--- src/hdl/h2r_pkg.sv ---
// ---------------------------------------------------------------------------
// HSL to RGB converter package
// Shared constants for the converter and its port checker.
// ---------------------------------------------------------------------------
package h2r_pkg;

    // Default number of fraction bits for saturation and lightness.
    localparam int FRAC_BITS_DEF = 12;

    // Hue is an angle in 1536ths of a turn.
    localparam int HUE_W = 11;

    // Width of one output color channel.
    localparam int CHAN_W = 8;

    // Number of register stages from the input beat to the output beat.
    localparam int PIPE_DEPTH = 6;

    // Hue landmarks, held one bit wider than the hue so sums fit.
    localparam logic [HUE_W:0] HUE_TURN       = 12'd1536;
    localparam logic [HUE_W:0] HUE_SIXTH      = 12'd256;
    localparam logic [HUE_W:0] HUE_THIRD      = 12'd512;
    localparam logic [HUE_W:0] HUE_HALF_TURN  = 12'd768;
    localparam logic [HUE_W:0] HUE_TWO_THIRDS = 12'd1024;

endpackage

--- src/hdl/hsl_to_rgb_converter.sv ---
// Throughput: one pixel per cycle while the output is not stalled; each of
// the six stages holds one pixel and a stage advances whenever the stage
// after it is empty or advancing.
// Reset (i_rst_n low, synchronous) clears the stage valid bits only; the
// data path registers are not reset.
// ---------------------------------------------------------------------------
// HSL to RGB converter
// Converts one HSL pixel per beat into 8-bit RGB through a six-stage pipeline:
// clamp, multiply, q, p and slope, ramp, then scale by 255 with rounding.
// ---------------------------------------------------------------------------
module hsl_to_rgb_converter
    import h2r_pkg::*;
#(
    parameter int FRAC_BITS = FRAC_BITS_DEF,
    localparam int SW       = FRAC_BITS + 1,
    localparam int IN_BITS  = HUE_W + 2 * SW,
    localparam int IN_TW    = ((IN_BITS + 7) / 8) * 8,
    localparam int OUT_TW   = 3 * CHAN_W
) (
    input  logic              i_clk,
    input  logic              i_rst_n,
    input  logic              s_axis_tvalid,
    output logic              s_axis_tready,
    // Fields from bit 0 up: hue, saturation, lightness, zero fill.
    input  logic [IN_TW-1:0]  s_axis_tdata,
    output logic              m_axis_tvalid,
    input  logic              m_axis_tready,
    // Fields from bit 0 up: red, green, blue.
    output logic [OUT_TW-1:0] m_axis_tdata
);

    localparam int LSW   = 2 * SW;
    localparam int Q2W   = 2 * FRAC_BITS + 1;
    localparam int NUMW  = 2 * FRAC_BITS + 9;
    localparam int PRODW = NUMW + 8;
    localparam int RSH   = 2 * FRAC_BITS + 8;
    localparam int DW    = 9;

    localparam logic [SW-1:0]    ONE      = {1'b1, {FRAC_BITS{1'b0}}};
    localparam logic [SW-1:0]    HALF     = {2'b01, {(FRAC_BITS - 1){1'b0}}};
    localparam logic [PRODW-1:0] ROUND_UP = {{(PRODW - RSH){1'b0}}, 1'b1, {(RSH - 1){1'b0}}};

    // Ramp weight for one channel angle: rising, flat, falling, or zero.
    function automatic logic [DW-1:0] ramp_weight(input logic [HUE_W:0] t);
        logic [DW-1:0] w;
        if (t < HUE_SIXTH) begin
            w = t[DW-1:0];
        end else if (t < HUE_HALF_TURN) begin
            w = HUE_SIXTH[DW-1:0];
        end else if (t < HUE_TWO_THIRDS) begin
            w = DW'(HUE_TWO_THIRDS - t);
        end else begin
            w = '0;
        end
        return w;
    endfunction

    // Wraps a hue plus an offset back into one turn.
    function automatic logic [HUE_W:0] hue_offset(input logic [HUE_W-1:0] h,
                                                  input logic [HUE_W:0]   ofs);
        logic [HUE_W:0] t;
        t = {1'b0, h} + ofs;
        if (t >= HUE_TURN) begin
            t = t - HUE_TURN;
        end
        return t;
    endfunction

    // -----------------------------------------------------------------------
    // Stage handshake: a stage loads when it is empty or its successor loads.
    // -----------------------------------------------------------------------
    logic [PIPE_DEPTH-1:0] r_vld;
    logic [PIPE_DEPTH:0]   w_rdy;
    logic [PIPE_DEPTH-1:0] n_vld;

    always_comb begin
        w_rdy[PIPE_DEPTH] = m_axis_tready;
        for (int k = PIPE_DEPTH - 1; k >= 0; k--) begin
            w_rdy[k] = !r_vld[k] || w_rdy[k+1];
        end
    end

    always_comb begin
        n_vld[0] = s_axis_tvalid;
        for (int k = 1; k < PIPE_DEPTH; k++) begin
            n_vld[k] = r_vld[k-1];
        end
    end

    always_ff @(posedge i_clk) begin
        if (!i_rst_n) begin
            r_vld <= '0;
        end else begin
            for (int k = 0; k < PIPE_DEPTH; k++) begin
                if (w_rdy[k]) begin
                    r_vld[k] <= n_vld[k];
                end
            end
        end
    end

    assign s_axis_tready = w_rdy[0];
    assign m_axis_tvalid = r_vld[PIPE_DEPTH-1];

    // -----------------------------------------------------------------------
    // Stage 1: unpack, wrap the hue into one turn, clamp S and L to 1.0.
    // -----------------------------------------------------------------------
    logic [HUE_W-1:0] w_hue_in;
    logic [SW-1:0]    w_s_in;
    logic [SW-1:0]    w_l_in;
    logic [HUE_W-1:0] n_s1_hue;
    logic [SW-1:0]    n_s1_s;
    logic [SW-1:0]    n_s1_l;
    logic [HUE_W-1:0] r_s1_hue;
    logic [SW-1:0]    r_s1_s;
    logic [SW-1:0]    r_s1_l;

    assign w_hue_in = s_axis_tdata[HUE_W-1:0];
    assign w_s_in   = s_axis_tdata[HUE_W+SW-1:HUE_W];
    assign w_l_in   = s_axis_tdata[HUE_W+2*SW-1:HUE_W+SW];

    always_comb begin
        n_s1_hue = ({1'b0, w_hue_in} >= HUE_TURN) ? HUE_W'({1'b0, w_hue_in} - HUE_TURN)
                                                  : w_hue_in;
        n_s1_s   = (w_s_in > ONE) ? ONE : w_s_in;
        n_s1_l   = (w_l_in > ONE) ? ONE : w_l_in;
    end

    always_ff @(posedge i_clk) begin
        if (w_rdy[0]) begin
            r_s1_hue <= n_s1_hue;
            r_s1_s   <= n_s1_s;
            r_s1_l   <= n_s1_l;
        end
    end

    // -----------------------------------------------------------------------
    // Stage 2: L*S product, gray level, zero-saturation flag, ramp weights.
    // -----------------------------------------------------------------------
    logic [SW+7:0]   w_l255;
    logic [LSW-1:0]  n_s2_ls;
    logic [CHAN_W-1:0] n_s2_gray;
    logic [DW-1:0]   n_s2_d [3];
    logic [LSW-1:0]  r_s2_ls;
    logic [SW-1:0]   r_s2_s;
    logic [SW-1:0]   r_s2_l;
    logic            r_s2_zero;
    logic [CHAN_W-1:0] r_s2_gray;
    logic [DW-1:0]   r_s2_d [3];

    always_comb begin
        n_s2_ls   = LSW'(r_s1_l) * LSW'(r_s1_s);
        w_l255    = {r_s1_l, 8'd0} - {8'd0, r_s1_l};
        n_s2_gray = w_l255[FRAC_BITS+7:FRAC_BITS];
        // Red leads by a third of a turn, blue trails by a third.
        n_s2_d[0] = ramp_weight(hue_offset(r_s1_hue, HUE_THIRD));
        n_s2_d[1] = ramp_weight({1'b0, r_s1_hue});
        n_s2_d[2] = ramp_weight(hue_offset(r_s1_hue, HUE_TWO_THIRDS));
    end

    always_ff @(posedge i_clk) begin
        if (w_rdy[1]) begin
            r_s2_ls   <= n_s2_ls;
            r_s2_s    <= r_s1_s;
            r_s2_l    <= r_s1_l;
            r_s2_zero <= (r_s1_s == '0);
            r_s2_gray <= n_s2_gray;
            r_s2_d    <= n_s2_d;
        end
    end

    // -----------------------------------------------------------------------
    // Stage 3: q at twice the fraction width.
    // -----------------------------------------------------------------------
    logic [LSW:0]    w_q_lo;
    logic [LSW:0]    w_q_hi;
    logic [Q2W-1:0]  n_s3_q2;
    logic [Q2W-1:0]  r_s3_q2;
    logic [SW-1:0]   r_s3_l;
    logic            r_s3_zero;
    logic [CHAN_W-1:0] r_s3_gray;
    logic [DW-1:0]   r_s3_d [3];

    always_comb begin
        w_q_lo  = {2'b00, r_s2_l, {FRAC_BITS{1'b0}}} + {1'b0, r_s2_ls};
        w_q_hi  = {2'b00, r_s2_l, {FRAC_BITS{1'b0}}} + {2'b00, r_s2_s, {FRAC_BITS{1'b0}}}
                  - {1'b0, r_s2_ls};
        n_s3_q2 = (r_s2_l < HALF) ? w_q_lo[Q2W-1:0] : w_q_hi[Q2W-1:0];
    end

    always_ff @(posedge i_clk) begin
        if (w_rdy[2]) begin
            r_s3_q2   <= n_s3_q2;
            r_s3_l    <= r_s2_l;
            r_s3_zero <= r_s2_zero;
            r_s3_gray <= r_s2_gray;
            r_s3_d    <= r_s2_d;
        end
    end

    // -----------------------------------------------------------------------
    // Stage 4: p = 2L - q and the ramp slope q - p.
    // -----------------------------------------------------------------------
    logic [Q2W:0]    w_p2;
    logic [Q2W-1:0]  n_s4_p2;
    logic [Q2W-1:0]  n_s4_diff;
    logic [Q2W-1:0]  r_s4_p2;
    logic [Q2W-1:0]  r_s4_diff;
    logic            r_s4_zero;
    logic [CHAN_W-1:0] r_s4_gray;
    logic [DW-1:0]   r_s4_d [3];

    always_comb begin
        w_p2      = {r_s3_l, {(FRAC_BITS + 1){1'b0}}} - {1'b0, r_s3_q2};
        n_s4_p2   = w_p2[Q2W-1:0];
        n_s4_diff = r_s3_q2 - n_s4_p2;
    end

    always_ff @(posedge i_clk) begin
        if (w_rdy[3]) begin
            r_s4_p2   <= n_s4_p2;
            r_s4_diff <= n_s4_diff;
            r_s4_zero <= r_s3_zero;
            r_s4_gray <= r_s3_gray;
            r_s4_d    <= r_s3_d;
        end
    end

    // -----------------------------------------------------------------------
    // Stage 5: ramp numerator p*256 + (q-p)*weight for each channel.
    // -----------------------------------------------------------------------
    logic [NUMW-1:0] n_s5_num [3];
    logic [NUMW-1:0] r_s5_num [3];
    logic            r_s5_zero;
    logic [CHAN_W-1:0] r_s5_gray;

    always_comb begin
        for (int c = 0; c < 3; c++) begin
            n_s5_num[c] = {r_s4_p2, 8'd0} + NUMW'(r_s4_diff) * NUMW'(r_s4_d[c]);
        end
    end

    always_ff @(posedge i_clk) begin
        if (w_rdy[4]) begin
            r_s5_num  <= n_s5_num;
            r_s5_zero <= r_s4_zero;
            r_s5_gray <= r_s4_gray;
        end
    end

    // -----------------------------------------------------------------------
    // Stage 6: scale by 255 with half-up rounding, or pass the gray level.
    // -----------------------------------------------------------------------
    logic [PRODW-1:0]  w_prod [3];
    logic [CHAN_W-1:0] n_s6_chan [3];
    logic [CHAN_W-1:0] r_s6_chan [3];

    always_comb begin
        for (int c = 0; c < 3; c++) begin
            w_prod[c] = {r_s5_num[c], 8'd0} - PRODW'(r_s5_num[c]) + ROUND_UP;
            n_s6_chan[c] = r_s5_zero ? r_s5_gray : w_prod[c][RSH+CHAN_W-1:RSH];
        end
    end

    always_ff @(posedge i_clk) begin
        if (w_rdy[5]) begin
            r_s6_chan <= n_s6_chan;
        end
    end

    assign m_axis_tdata = {r_s6_chan[2], r_s6_chan[1], r_s6_chan[0]};

endmodule

--- config.mk ---
export PLATFORM = sky130hd
export DESIGN_NAME = hsl_to_rgb_converter
export DESIGN_NICKNAME = d
export VERILOG_FILES = /design/src/hdl/h2r_pkg.sv /design/src/hdl/hsl_to_rgb_converter.sv
export SDC_FILE = /design/constraint.sdc
export NUM_CORES = 2
export LEC_CHECK = 0
export BUFFER_PORTS_ARGS = -buffer_cell sky130_fd_sc_hd__buf_2
export CORE_ASPECT_RATIO = 0.5
export CORE_MARGIN = 1.5
export CORE_UTILIZATION = 65
export DETAILED_ROUTE_END_ITERATION = 10
export PLACE_DENSITY = 0.85
export SKIP_LAST_GASP = 1
export SYNTH_ARGS = -nofsm -noshare
export SYNTH_HDL_FRONTEND = slang
export SYNTH_SLANG_ARGS = --single-unit
--- constraint.sdc ---
create_clock -name i_clk -period 6.08 [get_ports i_clk]
set_input_delay 0.912 -clock i_clk [delete_from_list [all_inputs] [get_ports i_clk]]
set_output_delay 0.912 -clock i_clk [all_outputs]
set_load 0.005 [all_outputs]
==> flow_summary.json <==
{
  "dp_hpwl_mm": 92.76,
  "ys.flop_type": "sky130_fd_sc_hd__edfxtp_1",
  "detail_route.wirelength_mm": 116.5,
  "ys_seq_area_frac": 0.2563,
  "flow.area_growth_from_synthesis_pct": 9.346,
  "synthMuxAreaShare": 0.003448,
  "post_drt_wl_per_cell_um": 19.49,
  "buffer_ports.inserted": 66,
  "max_cap_violations": 0,
  "pre_cts_slack_ns": 0.06614,
  "numCtsBuffers": 41,
  "syn-instance-count": 4786,
  "final_weighted_congestion_in_routability_driven_placement": 0.9515,
  "fmaxAchievable_mhz": 166.8,
  "final.setup.worst_slack_ns": 0.08510,
  "synth_area_in_adders": 0.3980,
  "die_footprint_mm2": 0.07655,
  "final-setup-viol-count": 0,
  "largest_family_of_logic_cells_by_synthesized_area": "adder cells",
  "clock_latency_ns": 0.63,
  "final_net_count": 6154,
  "globalRoute.totalOverflow": 0,
  "min_period_over_period": 0.9860,
  "post_synth_edffs": 411,
  "drtIter0Drc": 3138,
  "drc": 0,
  "holdCritStartpoint": "r_s3_d[23]",
  "synth_xor_xnor_area_share": 0.03855,
  "grt_first_pass_wirelength_mm": 185.1,
  "clkSinkCount": 417,
  "syn_area_mm2": 0.04862,
  "ant_nets": 0,
  "drive_above_1_share": 0.08393,
  "worst_hold_path_type": "register to register",
  "tritoncts": "built",
  "timing_worst_slew_pin_value_ns": 1.204,
  "relSlewSlack": 0.1942,
  "critical-path-slowest-cell": "sky130_fd_sc_hd__fa_1",
  "drt-vias-per-instance": 5.815,
  "rows": 70,
  "complex_gate_fraction_of_the_synthesized_area": 0.07707,
  "vias": 34758,
  "initial_core_util": 0.6609,
  "synthArstFlopShare": 0,
  "synth.yosys.warnings": 0,
  "hold_depth": 0,
  "minimum_clock_period_ns": 5.995,
  "timing.critical_path.required_ns": 6.41,
  "fin_worst_skew_ns": 0.04386,
  "worst_path_largest_cell_delay_ns": 0.57,
  "buffer_levels_on_the_longest_clock_path": 3,
  "via_count_of_the_first_global_routing_pass": 36815,
  "status": "completed",
  "yosys.area_share.simple": 0.1411,
  "crit_path_cell_trace": "buf_4 > and2_1 > fa_1 > fa_1 > fa_1 > fa_1 > inv_1 > fa_1 > inv_1 > ha_1 > nand3_1 > a311oi_1 > o311ai_1 > nand2_1 > buf_4 > buf_4 > a21o_1 > a21oi_1 > xnor2_1",
  "root_buffer": "sky130_fd_sc_hd__clkbuf_16",
  "final_hold_violations": 0,
  "layout_commonest_cell": "sky130_fd_sc_hd__inv_1",
  "terminating_pin_of_the_worst_hold_path": "r_s4_d[23]",
  "r2r_setup_slack_ns": 0.09,
  "dr.pass1.iters": 8,
  "critical_path.endpoint_type": "register",
  "worstSetupStartpointType": "register",
  "critPathArrivalTime_ns": 6.32,
  "die_y_um": 196.4,
  "report.final.slew_viol_count": 0,
  "worstReg2RegEnd": "r_s5_num[22]",
  "ios": 70,
  "clk_transition_reported_paths_ns": 0.07,
  "crit_top_cell": "sky130_fd_sc_hd__fa_1",
  "cts_max_level": 2,
  "crit_path_max_fanout": 14,
  "core_mm2": 0.07357,
  "postSynthRegisterBits": 417,
  "mean_syn_cell_area_um2": 10.16,
  "grtUsageTotal": 0.3077,
  "layout_common_cells": "940 x sky130_fd_sc_hd__inv_1, 683 x sky130_fd_sc_hd__fa_1, 475 x sky130_fd_sc_hd__nand2_1",
  "antenna_found_initial": 3,
  "count_of_different_cell_masters_after_synthesis": 92,
  "largest_net_degree_at_the_start_of_global_routing": 86,
  "timing.reg2reg.worst_path_depth": 19,
  "r2r_start": "r_s4_d[3]",
  "cts.hold.buffers_added": 0,
  "timing.setup.critical_path_class": "register to register",
  "die_x_um": 389.8
}
==> sequential cells by signal, indices dropped and copies added (netlist names), 8 cells and up <==
name / flops
m_axis_tdata: 24
r_s1_hue: 11
r_s1_l: 13
r_s1_s: 13
r_s2_d: 27
r_s2_gray: 8
r_s2_l: 13
r_s2_ls: 25
r_s2_s: 13
r_s3_d: 27
r_s3_gray: 8
r_s3_l: 12
r_s3_q2: 25
r_s4_d: 27
r_s4_diff: 24
r_s4_gray: 8
r_s4_p2: 25
r_s5_gray: 8
r_s5_num: 96
==> what timing repair did <==
action | in CTS | in global routing
setup buffers | 0 | 30
setup endpoints to repair | 0 | 22
resized for setup | 0 | 20
==> layout make-up <==
class                   instances  area [um^2]
clock inverters                26        307.8
multi-input cells            3285        32210
well taps                     972         1216
fillers                      4775        20400
inverters                     942         3537
flip-flops and latches        417        12460
diodes                          1        2.502
repair buffers                286         2325
clock buffers                  48         1102
==> worst max path at each step <==
stage / end / start
detailed placement: r_s5_num[32] / r_s4_d[0]
global route: r_s5_num[64] / r_s4_d[13]
finish: r_s5_num[22] / r_s4_d[3]
global placement: r_s5_num[24] / r_s4_d[0]
CTS: r_s5_num[32] / r_s4_d[0]
floorplan: r_s5_num[63] / r_s4_diff[11]
==> Yosys cell counts (21+ instances only) <==
master / count / area share
sky130_fd_sc_hd__nand3_1: 47 / 0.0048
sky130_fd_sc_hd__inv_1: 942 / 0.073
sky130_fd_sc_hd__o21bai_1: 25 / 0.0039
sky130_fd_sc_hd__nor3_1: 51 / 0.0052
sky130_fd_sc_hd__nand2_1: 477 / 0.037
sky130_fd_sc_hd__and3_1: 21 / 0.0027
sky130_fd_sc_hd__fa_1: 683 / 0.28
sky130_fd_sc_hd__o21a_1: 28 / 0.0043
sky130_fd_sc_hd__nor2_1: 117 / 0.0090
sky130_fd_sc_hd__o21ai_0: 87 / 0.0090
sky130_fd_sc_hd__a21o_1: 87 / 0.013
sky130_fd_sc_hd__clkbuf_1: 156 / 0.012
sky130_fd_sc_hd__and2_1: 449 / 0.058
sky130_fd_sc_hd__xnor2_1: 144 / 0.026
sky130_fd_sc_hd__nor2b_1: 62 / 0.0080
sky130_fd_sc_hd__a211oi_1: 21 / 0.0032
sky130_fd_sc_hd__edfxtp_1: 411 / 0.25
sky130_fd_sc_hd__ha_1: 454 / 0.12
sky130_fd_sc_hd__xor2_1: 70 / 0.013
sky130_fd_sc_hd__a21oi_1: 149 / 0.015
==> through the flow <==
stage,hold slack (ns),instance area (um^2),cells,utilization,setup TNS [ns]
floorplan,0.4003,48700,4806,-,0
global placement,0.4028,51310,5871,0.6974,0
detailed placement,0.4045,51310,5871,0.6974,0
CTS,0.4035,52720,5945,0.7166,0
global route,0.4119,53160,5976,0.7226,-0.2576
finish,0.3931,53170,5977,0.7227,0
==> critical path, delay by kind of cell (launching register included) <==
family,cells,cell delay [ns]
DFF,1,0.55
adders and majority gates,6,2.83
xor gates and xnor gates,1,0.53
AOI/OAI and AO/OA,4,0.77
and+or+nand+nor,3,0.40
buffers and inverters,5,0.62
==> metal layers <==
layer / vias up / GRT usage / share of wire
met5: - / 0 / 0.000060
met3: 310 / 0.07417 / 0.11
met4: 2 / 0.1068 / 0.034
met2: 1651 / 0.5163 / 0.47
li1: 15665 / - / -
met1: 17130 / 0.3943 / 0.39
==> kinds of logic after synthesis <==
family / Yosys count
AND/OR/NAND/NOR: 1337
XOR/XNOR: 214
other: 2
flip-flops: 417
adder cells (fa/ha/maj): 1137
multiplexers: 16
AO/OA/AOI/OAI: 559
buffers and inverters: 1104
Power is not shown: default switching activity piles up to over one toggle a cycle in this logic, so the estimate is an artifact.
